$ cat src/hw/rtl/ttc_pkg.sv
package ttc_pkg;

    localparam int DEF_FRAC_BITS = 16;
    localparam int LANES         = 5;
    // Partial remainders stay below eight times a 36-bit denominator.
    localparam int RW            = 40;

    localparam logic signed [31:0] OVL_RESET = -32'sd32768;
    localparam logic [16:0]        LOW_RESET = 17'd655;

    localparam logic [1:0] ST_OK         = 2'd0;
    localparam logic [1:0] ST_OVERLOAD   = 2'd1;
    localparam logic [1:0] ST_LOWLIGHT   = 2'd2;
    localparam logic [1:0] ST_DEGENERATE = 2'd3;

    localparam logic CFG_OVERLOAD = 1'b0;
    localparam logic CFG_LOWLIGHT = 1'b1;

    localparam int L_X  = 0;
    localparam int L_Y  = 1;
    localparam int L_U  = 2;
    localparam int L_V  = 3;
    localparam int L_V6 = 4;

    typedef struct packed {
        logic [RW-1:0] rem;
        logic [RW-1:0] dvs;
    } t_lane;

endpackage

$ cat src/hw/rtl/ttc_div_cell.sv
module ttc_div_cell #(
    parameter int QW = ttc_pkg::DEF_FRAC_BITS + 3
) (
    input  logic                                  i_clk,
    input  logic                                  i_rst_n,
    input  logic                                  i_en,
    input  logic                                  i_valid,
    input  logic [1:0]                            i_status,
    input  ttc_pkg::t_lane [ttc_pkg::LANES-1:0]   i_lane,
    input  logic [ttc_pkg::LANES-1:0][QW-1:0]     i_quo,
    output logic                                  o_valid,
    output logic [1:0]                            o_status,
    output ttc_pkg::t_lane [ttc_pkg::LANES-1:0]   o_lane,
    output logic [ttc_pkg::LANES-1:0][QW-1:0]     o_quo
);
    import ttc_pkg::*;

    t_lane [LANES-1:0]         n_lane;
    logic [LANES-1:0][QW-1:0]  n_quo;
    logic [LANES-1:0]          w_ge;

    logic                      r_valid;
    logic [1:0]                r_status;
    t_lane [LANES-1:0]         r_lane;
    logic [LANES-1:0][QW-1:0]  r_quo;

    // One restoring step per lane: the remainder stays below twice the divisor.
    always_comb begin
        for (int l = 0; l < LANES; l++) begin
            w_ge[l]       = i_lane[l].rem >= i_lane[l].dvs;
            n_lane[l].dvs = i_lane[l].dvs;
            n_lane[l].rem = (w_ge[l] ? i_lane[l].rem - i_lane[l].dvs : i_lane[l].rem) << 1;
            n_quo[l]      = {i_quo[l][QW-2:0], w_ge[l]};
        end
    end

    always_ff @(posedge i_clk) begin
        if (!i_rst_n) begin
            r_valid <= 1'b0;
        end else if (i_en) begin
            r_valid <= i_valid;
        end
        if (i_en) begin
            r_status <= i_status;
            r_lane   <= n_lane;
            r_quo    <= n_quo;
        end
    end

    assign o_valid  = r_valid;
    assign o_status = r_status;
    assign o_lane   = r_lane;
    assign o_quo    = r_quo;

endmodule

$ cat config.mk
export PLATFORM = sky130hd
export DESIGN_NAME = ttc_div_cell
export DESIGN_NICKNAME = d
export VERILOG_FILES = /design/src/hw/rtl/ttc_pkg.sv /design/src/hw/rtl/ttc_div_cell.sv
export SDC_FILE = /design/constraint.sdc
export NUM_CORES = 1
export LEC_CHECK = 0
export BUFFER_PORTS_ARGS = -buffer_cell sky130_fd_sc_hd__buf_4
export CORE_AREA = 10 10 384 386
export DETAILED_ROUTE_END_ITERATION = 7
export DIE_AREA = 0 0 394 396
export PLACE_DENSITY_LB_ADDON = 0.05
export SYNTH_ARGS = -nofsm -noshare
export SYNTH_HDL_FRONTEND = slang
export SYNTH_SLANG_ARGS = --single-unit
$ cat constraint.sdc
create_clock -name i_clk -period 3.12 [get_ports i_clk]
set_input_delay 0.156 -clock i_clk [delete_from_list [all_inputs] [get_ports i_clk]]
set_output_delay 0.156 -clock i_clk [all_outputs]
set_load 0.005 [all_outputs]
Word-level counts from Yosys, hierarchy flattened --
Cells that the tools add are included.
Storage, ports and cells: output and inout port bits 498, register bits 493, input port bits 501, logic and storage cells 32
Operators by class: mux-type cells 5, add/subtract/negate cells 5, $lt $le $gt $ge 5
Operators by type and width (count):
- >= comparator 40 bit | 5
- two-way mux 39 bit | 5
- subtractor 39 bit | 5

Logic depth before layout (Yosys ltp) --
word-level depth 2, depth in mapped cells 16, depth with buffers taken out 14

Worst setup path before layout --
Ideal clock, no wire load.
kind in2reg, start point input i_lane[200] (netlist name), end point register r_lane (netlist bit o_lane[212]) (data pin), arrival 2.814 ns, buffers on the path 1, path slack 0.046 ns, data required time 2.860 ns, library setup time 0.260 ns, stages on the path 13, path through inv_1 > ha_1 > fa_1 > and2b_1 > o31ai_2 > a211o_1 > a31oi_1 > nor2b_1 > o21ai_1 > a31oi_1 > o31ai_4 > buf_6 > mux2_2
RTL lines:
- from (decl) | line ttc_div_cell.sv:9 | input ttc_pkg::t_lane [ttc_pkg::LANES-1:0] i_lane,
- to (signal assigned) | line ttc_div_cell.sv:45 | r_lane <= n_lane;
- to (decl) | line ttc_div_cell.sv:24 | t_lane [LANES-1:0] r_lane;

==> summary.txt <==
Placed design
  – DP Area: ~40000 µm²
  – Port bufs: between 900 and 1000
  – Hpwl dp: roughly 120000 µm
  – Placer Congestion: ~0.84
  – Pre-CTS setup slack: -689 ps

Timing
  – Setup ws final: around 120 ps
  – Hold Vio Cnt, Final: 0
  – Final setup fails: 0
  – Relative slew slack: 0.560
  – Post-Route Setup TNS: 0 ps
  – Worst Tran Pin Value: between 600 and 700 ps
  – Max Freq: about 0.33 GHz
  – Hold slack: around 120 ps
  – Final critical-path share of the clock period: 0.963
  – Worst Skew: 0 ps
  – Final Max Tran Viols: 0
  – Final min period: 3000 ps

Flow run
  – Total of max-cap violations: 0

Cells and area
  – Layout cells sized above 1: 0.371
  – # nets final: ~5000
  – Syn-to-layout area delta: 71.2%
  – Most common cell after layout, fill and taps aside: buf_4
  – Commonest non-fill, non-tap cells in the layout: buf_4 (1281), dlygate4sd3_1 (499), edfxtp_1 (492), inv_1 (247), a21oi_1 (226)
  – Final non-filler cell area: between 40000 and 50000 µm²

Clock network
  – CTS tree: done
  – Clk buf depth: 3
  – H-tree depth: 3
  – Cts bufs inserted: 71
  – CTS sink count: a little under 500
  – Skew-Pair Late Insertion Delay: about 650 ps
  – CTS root buffer: clkbuf_16
  – Clk pin slew, worst setup/hold paths: 60 ps

Power
  – Clock power share: 0.355
  – LEAKAGE: ~21 nW
  – Max IR drop VDD: 0.386 mV
  – Pwr/cell area: around 490 nW/µm²
  – Sw Ratio: 0.292
  – Internal: roughly 17 mW
  – Design Power: about 23 mW
  – Flop pwr share: 0.359
  – Combinational share of power: 0.286
  – Net Switching: ~6.8 mW

Floorplanning
  – Die area: around 160000 µm²
  – IO Count: ~1000
  – Core footprint: between 100000 and 150000 µm²
  – Initial Util: 0.201
  – Std-Cell Rows: 137
  – Die W: roughly 400 µm
  – Die Ht: slightly below 400 µm

Route
  – Via count: approximately 26000
  – Routed Antenna Nets: 0
  – DRC viols: 0
  – WL/cell: between 20 and 25 µm
  – Via density: 4.21
  – DRT iter0 DRCs: 1062
  – Drt pass-1 iters: 7
  – Final WL: 143000 µm

Global route
  – Global Route Usage Sum: 0.175
  – Global-route wire length before repair: a little over 200000 µm
  – Vias in the first global route: ~28000
  – Pin count of the biggest net entering global routing: 77
  – Remaining global-route overflow: 0
  – Initial antenna violation count: 50

Logic synthesis
  – Combinational family with the most area after synthesis: compound AO/OA/AOI/OAI gates
  – Seq/Total Area, Yosys: 0.529
  – Compound-cell area share of the yosys netlist: 0.148
  – Syn_area_per_cell: ~11 µm²
  – Cells after Synth: around 2500
  – Synth Area in XOR/XNOR: 0.0552
  – Synth Area in Simple Gates: 0.0859
  – Synth Area in Adders: 0.0931
  – Ys async rst share: 0
  – Multiplexer share of the synthesized area: 0.0419
  – Netlist Area Pre-Place: roughly 28000 µm²
  – Post-synth EDFFs: 492
  – Post-synth cell types: 86
  – Yosys reg bits: approximately 490
  – Top FF cell, synth: edfxtp_1
  – Warning count from the yosys run: 0

Worst setup path
  – Slowest cell on the critical path: dlygate4sd3_1
  – Worst path cell trace: dlygate4sd3_1 -> buf_4 -> ha_4 -> a21o_1 -> a211oi_2 -> o311ai_2 -> o21ai_2 -> o221ai_2 -> o41a_1 -> buf_6 -> a221oi_4 -> xnor2_1 -> mux2_2
  – Arr. time, crit path: 3420 ps
  – Critical path's top delay family: compound AO/OA/AOI/OAI gates
  – CP startpoint kind: input port
  – CP Buf/Inv Count: 3
  – Crit Path Category: in2reg
  – WP data required: roughly 3500 ps
  – Worst Path Max Fanout: 3
  – CP max stage delay: around 600 ps
  – CP endpoint kind: register

Worst hold path
  – Type of the worst min-delay path: in2reg

Run status
  – Status: finished clean
[state kept, by name (all words and copies together), names as in the netlist]
register	cells
o_lane	395
o_quo	95
o_status	2
o_valid	1
[cells in the mapped netlist (6+ instances only)]
cell type / count / area share
ha_1: 200 / 0.090
a31oi_1: 20 / 0.0045
clkbuf_1: 26 / 0.0035
inv_1: 249 / 0.033
buf_2: 20 / 0.0036
nor2_1: 145 / 0.019
a41oi_1: 6 / 0.0019
and2_1: 9 / 0.0020
o21bai_1: 31 / 0.0083
buf_6: 7 / 0.0028
o211ai_1: 9 / 0.0024
a21oi_1: 239 / 0.043
nand2b_1: 18 / 0.0040
a21o_1: 89 / 0.024
a211oi_1: 8 / 0.0021
nand3_1: 32 / 0.0057
o21ai_0: 103 / 0.018
edfxtp_1: 492 / 0.53
a21boi_0: 6 / 0.0016
xor2_1: 66 / 0.021
nor2b_1: 31 / 0.0069
o21a_1: 25 / 0.0067
o21ai_1: 30 / 0.0054
buf_4: 10 / 0.0027
or3_1: 6 / 0.0013
nand4_1: 37 / 0.0083
nand2_1: 160 / 0.021
xnor2_1: 110 / 0.034
nor3_1: 27 / 0.0048
o31ai_1: 6 / 0.0016
mux2_2: 96 / 0.039
and3_1: 26 / 0.0058
[path summary, 6_finish.rpt]
check | start | endpoint | slack (ps) | cells past startpoint
worst min register to register | o_valid | o_valid | 1100 | 3
worst max register to register | o_valid | o_valid | 1960 | 3
worst max-delay path | i_lane[214] | o_lane[232] | 120 | 13
worst min-delay path | i_lane[362] | o_lane[363] | 120 | 4
[kinds of logic (layout without fill, tap and decap cells)]
kind of cell | count (synthesis) | after routing
other | 1 | 32
adders and majority gates | 205 | 205
muxes | 104 | 104
DFF | 493 | 493
buffers and inverters | 314 | 2185
xor gates and xnor gates | 176 | 176
and+or+nand+nor | 513 | 513
AOI/OAI and AO/OA | 644 | 644
[metrics by stage]
step,cells,utilization
detailed placement,5560,0.287
global route,6220,0.344
global placement,5560,0.287
finish,6228,0.344
CTS,6177,0.339
floorplan,2454,-
[metal layers]
metal	vias to the layer above	track usage	wire, µm
met5	-	0	122
met4	20	0.0670	5970
met3	207	0.0591	10100
met2	767	0.308	71400
met1	12600	0.193	55800
li1	12700	-	-
[layout make-up]
class	instances	area [µm²]
fill	14300	91300
multi-input combinational	1647	12200
clock buffer	83	1860
antenna	27	67.6
timing repair buffer	1809	15200
sequential	493	14800
tap	1876	2350
inverter	249	938
clock inverter	44	449
[timing repair]
item	in CTS	in global routing
endpoints found under the setup margin	0	189
hold endpoints to repair	524	8
setup buffers	0	9
hold buffers	490	11
gates resized for setup	0	77
[power groups by stage]
stage	clock network, mW	registers, mW	logic (mW)
2_1_floorplan	0	8.55	2.41
3_3_place_gp	0	8.52	6.05
3_5_place_dp	0	8.51	6.03
4_1_cts	8.66	8.39	6.65
5_1_grt	8.87	8.44	7.29
6_report	8.30	8.38	6.68
[worst min-delay path: stages]
cell and delay (ps):
buf_4 90, ha_1 180, xor2_1 70, o21ai_0 160
Note: power is estimated with default switching activity, not from simulation.
