[src/hw/rtl/ttc_pkg.sv]
package ttc_pkg;

    localparam int DEF_FRAC_BITS = 16;
    localparam int LANES         = 5;
    // Partial remainders stay below eight times a 36-bit denominator.
    localparam int RW            = 40;

    localparam logic signed [31:0] OVL_RESET = -32'sd32768;
    localparam logic [16:0]        LOW_RESET = 17'd655;

    localparam logic [1:0] ST_OK         = 2'd0;
    localparam logic [1:0] ST_OVERLOAD   = 2'd1;
    localparam logic [1:0] ST_LOWLIGHT   = 2'd2;
    localparam logic [1:0] ST_DEGENERATE = 2'd3;

    localparam logic CFG_OVERLOAD = 1'b0;
    localparam logic CFG_LOWLIGHT = 1'b1;

    localparam int L_X  = 0;
    localparam int L_Y  = 1;
    localparam int L_U  = 2;
    localparam int L_V  = 3;
    localparam int L_V6 = 4;

    typedef struct packed {
        logic [RW-1:0] rem;
        logic [RW-1:0] dvs;
    } t_lane;

endpackage

[src/hw/rtl/ttc_front.sv]
module ttc_front (
    input  logic                                  i_clk,
    input  logic                                  i_rst_n,
    input  logic                                  i_en,
    input  logic                                  i_valid,
    input  logic signed [31:0]                    i_tri_x,
    input  logic signed [31:0]                    i_tri_y,
    input  logic signed [31:0]                    i_tri_z,
    input  logic signed [31:0]                    i_ovl_thr,
    input  logic [16:0]                           i_low_thr,
    output logic                                  o_valid,
    output logic [1:0]                            o_status,
    output ttc_pkg::t_lane [ttc_pkg::LANES-1:0]   o_lane
);
    import ttc_pkg::*;

    logic signed [33:0] n_sum;
    logic signed [36:0] n_den;
    logic signed [36:0] w_lt;
    logic [1:0]         n_status;
    t_lane [LANES-1:0]  n_lane;
    logic [RW-1:0]      w_ux;
    logic [RW-1:0]      w_uy;
    logic [RW-1:0]      w_sum;
    logic [RW-1:0]      w_den;

    logic                r_valid;
    logic [1:0]          r_status;
    t_lane [LANES-1:0]   r_lane;

    always_comb begin
        w_lt  = 37'($signed({1'b0, i_low_thr}));
        n_sum = 34'(i_tri_x) + 34'(i_tri_y) + 34'(i_tri_z);
        n_den = 37'(i_tri_x) + (37'(i_tri_y) <<< 4) - 37'(i_tri_y)
              + (37'(i_tri_z) <<< 1) + 37'(i_tri_z);
        if (i_tri_x < i_ovl_thr) begin
            n_status = ST_OVERLOAD;
        end else if (37'(i_tri_x) < w_lt || 37'(i_tri_y) < w_lt || 37'(i_tri_z) < w_lt) begin
            n_status = ST_LOWLIGHT;
        end else if (!(37'(n_sum) > w_lt && n_den > w_lt)) begin
            n_status = ST_DEGENERATE;
        end else begin
            n_status = ST_OK;
        end
        // Operands only matter on an ok request, where everything is non-negative.
        w_ux  = RW'(unsigned'(i_tri_x));
        w_uy  = RW'(unsigned'(i_tri_y));
        w_sum = RW'(unsigned'(n_sum));
        w_den = RW'(unsigned'(n_den));
        n_lane[L_X].rem  = w_ux;
        n_lane[L_Y].rem  = w_uy;
        n_lane[L_U].rem  = w_ux << 2;
        n_lane[L_V].rem  = (w_uy << 3) + w_uy;
        n_lane[L_V6].rem = (w_uy << 2) + (w_uy << 1);
        n_lane[L_X].dvs  = w_sum << 2;
        n_lane[L_Y].dvs  = w_sum << 2;
        n_lane[L_U].dvs  = w_den << 2;
        n_lane[L_V].dvs  = w_den << 2;
        n_lane[L_V6].dvs = w_den << 2;
    end

    always_ff @(posedge i_clk) begin
        if (!i_rst_n) begin
            r_valid <= 1'b0;
        end else if (i_en) begin
            r_valid <= i_valid;
        end
        if (i_en) begin
            r_status <= n_status;
            r_lane   <= n_lane;
        end
    end

    assign o_valid  = r_valid;
    assign o_status = r_status;
    assign o_lane   = r_lane;

endmodule

[config.mk]
export PLATFORM = sky130hd
export DESIGN_NAME = ttc_front
export DESIGN_NICKNAME = d
export VERILOG_FILES = /design/src/hw/rtl/ttc_pkg.sv /design/src/hw/rtl/ttc_front.sv
export SDC_FILE = /design/constraint.sdc
export NUM_CORES = 1
export LEC_CHECK = 0
export ABC_CLOCK_PERIOD_IN_PS = 14500
export BUFFER_PORTS_ARGS = -buffer_cell sky130_fd_sc_hd__buf_2
export CAP_MARGIN = 10
export CORE_MARGIN = 2
export CORE_UTILIZATION = 24
export DETAILED_ROUTE_END_ITERATION = 10
export SLEW_MARGIN = 20
export SYNTH_ARGS = -nofsm -noshare
export SYNTH_HDL_FRONTEND = slang
export SYNTH_SLANG_ARGS = --single-unit
[constraint.sdc]
create_clock -name i_clk -period 14.5 [get_ports i_clk]
set_clock_uncertainty 0.05 [all_clocks]
set_input_delay 0.725 -clock i_clk [delete_from_list [all_inputs] [get_ports i_clk]]
set_output_delay 0.725 -clock i_clk [all_outputs]
set_load 0.1 [all_outputs]
; Word-level counts from Yosys, hierarchy flattened
; Index checks and enable logic that the tools add are counted.
[word_totals]
regBits = 218
output_inout_bits = 403
wordCells = 27
[classes]
n_addsub = 8
magnitude_cmp = 6
mux = 2
reduce_logical = 3
[ops]
columns = op, count
row1 = $lt 32x18->1, 3
row2 = $add 32x36->37, 1
row3 = $add 37x32->37, 1
row4 = $add 37x33->37, 1
row5 = $gt 37x18->1, 1
row6 = $sub 37x32->37, 1
row7 = $add 35x32->36, 1
row8 = $add 34x33->35, 1
row9 = $add 33x32->34, 1
row10 = $gt 34x18->1, 1
row11 = $add 32x32->33, 1
row12 = $lt 32x32->1, 1
row13 = $mux 2, 2
row14 = $logic_or 1x1->1, 2
row15 = $logic_and 1x1->1, 1

; Logic depth before layout (Yosys ltp)
[logic_depth]
ltp_word = 8
ltp_mapped = 27

; Least setup slack after synthesis
; No wires, ideal clock.
[synth_path]
path_type = input to register
startpoint = in i_tri_x[1]
endpoint = reg r_status[1], in the netlist o_status[1] (data pin)
setup_time_ns = 0.160
arrival_ns = 5.573
required_time_ns = 14.290
setup_slack_ns = 8.717
stages = 22
path_cell_list = fa_1 ha_1 fa_1 a211oi_1 nor2_1 o21ai_0 nor2_1 a211oi_1 o21bai_1 a21oi_1 xnor2_1 ha_1 a21oi_1 o21ai_0 a32o_1 o311ai_0 a32oi_1 or4_1 or4_4 nor3_2 nor4b_1 a41oi_1
[synth_lines]
columns = element, line
row1 = "start, declared", ttc_front.sv:6  ; input logic signed [31:0] i_tri_x,
row2 = "end signal, assigned", ttc_front.sv:69  ; r_status <= n_status;
row3 = "end, declared", ttc_front.sv:28  ; logic [1:0] r_status;

; Worst setup path after layout
[layout_path]
startpoint = in i_tri_y[1]
endpoint = reg r_status[0], in the netlist o_status[0] (data pin)
[layout_via]
elab_chain_cells = 8
word_cells_on_any_way = 14
cone_classes = add/sub (6) / order compare (3) / mux (2) / reduce/logical (3)
[layout_rtl]
columns = element, line
row1 = "start, declared", ttc_front.sv:7  ; input logic signed [31:0] i_tri_y,
row2 = $add 32x36->37, ttc_front.sv:34  ; n_den = 37'(i_tri_x) + (37'(i_tri_y) <<< 4) - 37'(i_tri_y)
row3 = $sub 37x32->37 (*), ttc_front.sv:34
row4 = $add 37x33->37 (*), ttc_front.sv:35  ; + (37'(i_tri_z) <<< 1) + 37'(i_tri_z);
row5 = $add 37x32->37 (*), ttc_front.sv:35
row6 = named net n_den[14], ttc_front.sv:18  ; logic signed [36:0] n_den;
row7 = $gt 37x18->1 (*), ttc_front.sv:40  ; end else if (!(37'(n_sum) > w_lt && n_den > w_lt)) begin
row8 = $logic_and 1x1->1 (*), ttc_front.sv:40
row9 = $mux 2 (*), ttc_front.sv:40
row10 = $mux 2 (*), ttc_front.sv:38  ; end else if (37'(i_tri_x) < w_lt || 37'(i_tri_y) < w_lt || 37'(i_tri_z) < w_lt) begin
; The timed path passes the listed nets; every way through them passes the cells marked *.
; A chain may end at the register's enable or synchronous reset.

==> impl_metrics.tcl <==
set metrics [dict create \
    status "finished clean" \
    gr-usage-all-layers_pct 16.1 \
    wirelength_um 72400 \
    path_max_fanout 8 \
    cts_made_buffers 29 \
    firstDrtPassIters 5 \
    worstPathArrival_ns 6.86 \
    seqPwrFrac_pct 17.4 \
    rsz0062_at_grt "no" \
    cts.clk_slew.worst_paths_ns 0.07 \
    htree_levels 1 \
    overflow 0 \
    drt_first_iter_violations 1107 \
    worst_slew_pin_slew_ns 1.05 \
    endpoint_kind "flop" \
    p_leak_nw 11.3 \
    post-route-min-period_ns 6.49 \
    synth_flop_cell "edfxtp_1" \
    drive_gt1_share_pct 23.5 \
    setup_violations 0 \
    vias 15976 \
    p_sw_share_pct 63.1 \
    grt_max_degree 73 \
    final_hold_viol_count 0 \
    cts_tree "done" \
    slew_headroom_pct 29.2 \
    yosysWarnings 0 \
    final_cell_area_sq_um 23900 \
    die-height_um 295 \
    wire_per_inst_um 20.5 \
    cts_hold_buffers 0 \
    combinationalPowerShare_pct 69.6 \
    ioPinCount 552 \
    grt_pass1_vias 15299 \
    clock-sinks 203 \
    fin_hold_ws_ns 0.298 \
    nets 2916 \
    internal_power_w 0.00202 \
    slew_violations 0 \
    routed_via_density 4.52 \
    antenna_found_initial 23 \
    post_cts_resized 0 \
    synth-seq-cells 203 \
    fp-row-count 106 \
    drc_errors 0 \
    maxCapViolCount 0 \
    coreArea_sq_um 84000 \
    cts_setup_buffers 0 \
    area_growth_pct 17.3 \
    synth_area_sq_um 20400 \
    synth_cell_types 77 \
    dieArea_sq_um 87300 \
    powerDensity_nw_per_um2 229 \
    grt_pass1_wl_um 102000 \
    drt.antenna.violating_nets 0 \
    crit_type "in -> reg" \
    start_kind "input port" \
    ctsRootBufferMaster "clkbuf_16" \
    clkLatencyLatePin_ns 0.59 \
    power.switching_w 0.00346 \
    fmax_mhz 154 \
    async_flop_share_pct 0 \
    cts_buffer_depth 3 \
    synth_edf_count 202 \
    ir_drop_uv 399 \
    synth_cells 2004 \
    initial_core_util_pct 24.3 \
    period_share_pct 44.7 \
    placed_cell_area_sq_um 23000 \
    gp_congestion 0.902 \
    hp-class "in -> reg" \
    critPathRequiredTime_ns 14.88 \
    dp_hpwl_um 59800 \
    setup_tns_ns 0 \
    numPortBuffers 496 \
    ys_seq_area_share_pct 29.8 \
    die_x_um 295 \
    clkPwrFrac_pct 13.1 \
    postSynthAreaPerCell_sq_um 10.2 \
]
final cells by class:
| type | instances | area, sq um |
|---|---|---|
| Antenna cell | 11 | 27.5 |
| Clock buffer | 31 | 733 |
| Clock inverter | 19 | 188 |
| Fill cell | 8882 | 60000 |
| Inverter | 266 | 998 |
| Multi-Input combinational cell | 1375 | 12000 |
| Sequential cell | 203 | 6090 |
| Tap cell | 1134 | 1420 |
| Timing Repair Buffer | 499 | 2510 |
cell usage after synthesis (all sizes together) (26+ instances only):
cell / number / area share, %
ha: 261 / 16
nor3: 26 / 0.66
nand4: 26 / 0.80
nor2: 83 / 1.5
inv: 266 / 4.9
nand3: 32 / 0.79
buf: 202 / 7.4
a21oi: 131 / 3.2
a21o: 78 / 2.9
o21ai: 88 / 2.2
nand2: 71 / 1.3
xor2: 35 / 1.5
edfxtp: 202 / 30
fa: 132 / 13
xnor2: 74 / 3.2
final timing paths:
path                   start     endpoint  slack, ns  depth (start not counted)
setup / recovery  i_tri_y[1]  o_status[0]       8.01                         28
hold / removal       i_rst_n      o_valid       0.30                          2
setup reg to reg     o_valid      o_valid      13.86                          2
hold reg to reg      o_valid      o_valid       0.47                          2
critical path: stages:
cell and delay (ns):
buf_2 0.23, inv_1 0.19, fa_1 0.53, inv_1 0.05
fa_1 0.46, inv_1 0.07, ha_1 0.13, ha_1 0.20
inv_1 0.07, fa_1 0.39, nand2b_1 0.17, a21oi_1 0.33
nor2_1 0.14, nor2_1 0.13, nor2_1 0.07, o21ai_0 0.19
xor2_1 0.24, ha_1 0.28, a21oi_1 0.14, nor2b_1 0.06
o21ai_0 0.14, o21ai_0 0.10, nor2_1 0.11, o21ai_0 0.18
a2111oi_0 0.61, nand4_1 0.18, or4b_1 0.55, a41oi_1 0.22
cell usage in the layout (no fill, tap or decap), drive strengths merged, types with 12 or more instances in the layout:
master and instances:
a211oi 22, a21o 78, a21oi 131, a31oi 12, and3 15, buf 499
clkbuf 31, conb 55, edfxtp 202, fa 132, ha 261, inv 270
nand2 71, nand2b 22, nand3 32, nand4 26, nor2 83, nor2b 24
nor3 26, nor4 12, o21a 23, o21ai 88, o21bai 18, xnor2 74
xor2 35
sequential cells by signal (all words and copies together) (netlist names):
name and count:
o_lane 200, o_status 2, o_valid 1
metrics by stage:
stage	setup WS (ns)	util (%)	total power (W)	cells
after floorplan	8.72	-	0.00419	2058
after global placement	7.41	27.4	0.00478	3477
after CTS	7.92	28.5	0.00553	3527
final	8.01	28.5	0.00548	3538
after detailed placement	7.33	27.4	0.00479	3477
after global routing	7.52	28.5	0.00578	3531
layer usage:
metal	routed length, um	GRT usage (%)
met4	1960	4.35
met3	5580	3.89
met2	34800	27.7
met5	126	0
met1	30000	19.9
power groups by stage:
stage	clock, W	sequential [W]	combinational (W)
after floorplan	0	0.00183	0.00236
after global placement	0	0.000974	0.00380
after detailed placement	0	0.000974	0.00381
after CTS	0.000745	0.000966	0.00382
after global routing	0.000763	0.000971	0.00405
final	0.000716	0.000952	0.00381
logic make-up after synthesis:
logic type,count (synthesis),synth area share [%]
compound gates,460,14.8
xor+xnor,109,4.68
fa+ha+maj,393,29.0
buf+inv,480,12.5
flops,203,29.8
mux,4,0.209
other cells,1,0.0184
simple gates,354,8.94
Note: power is estimated with default switching activity, not from simulation.
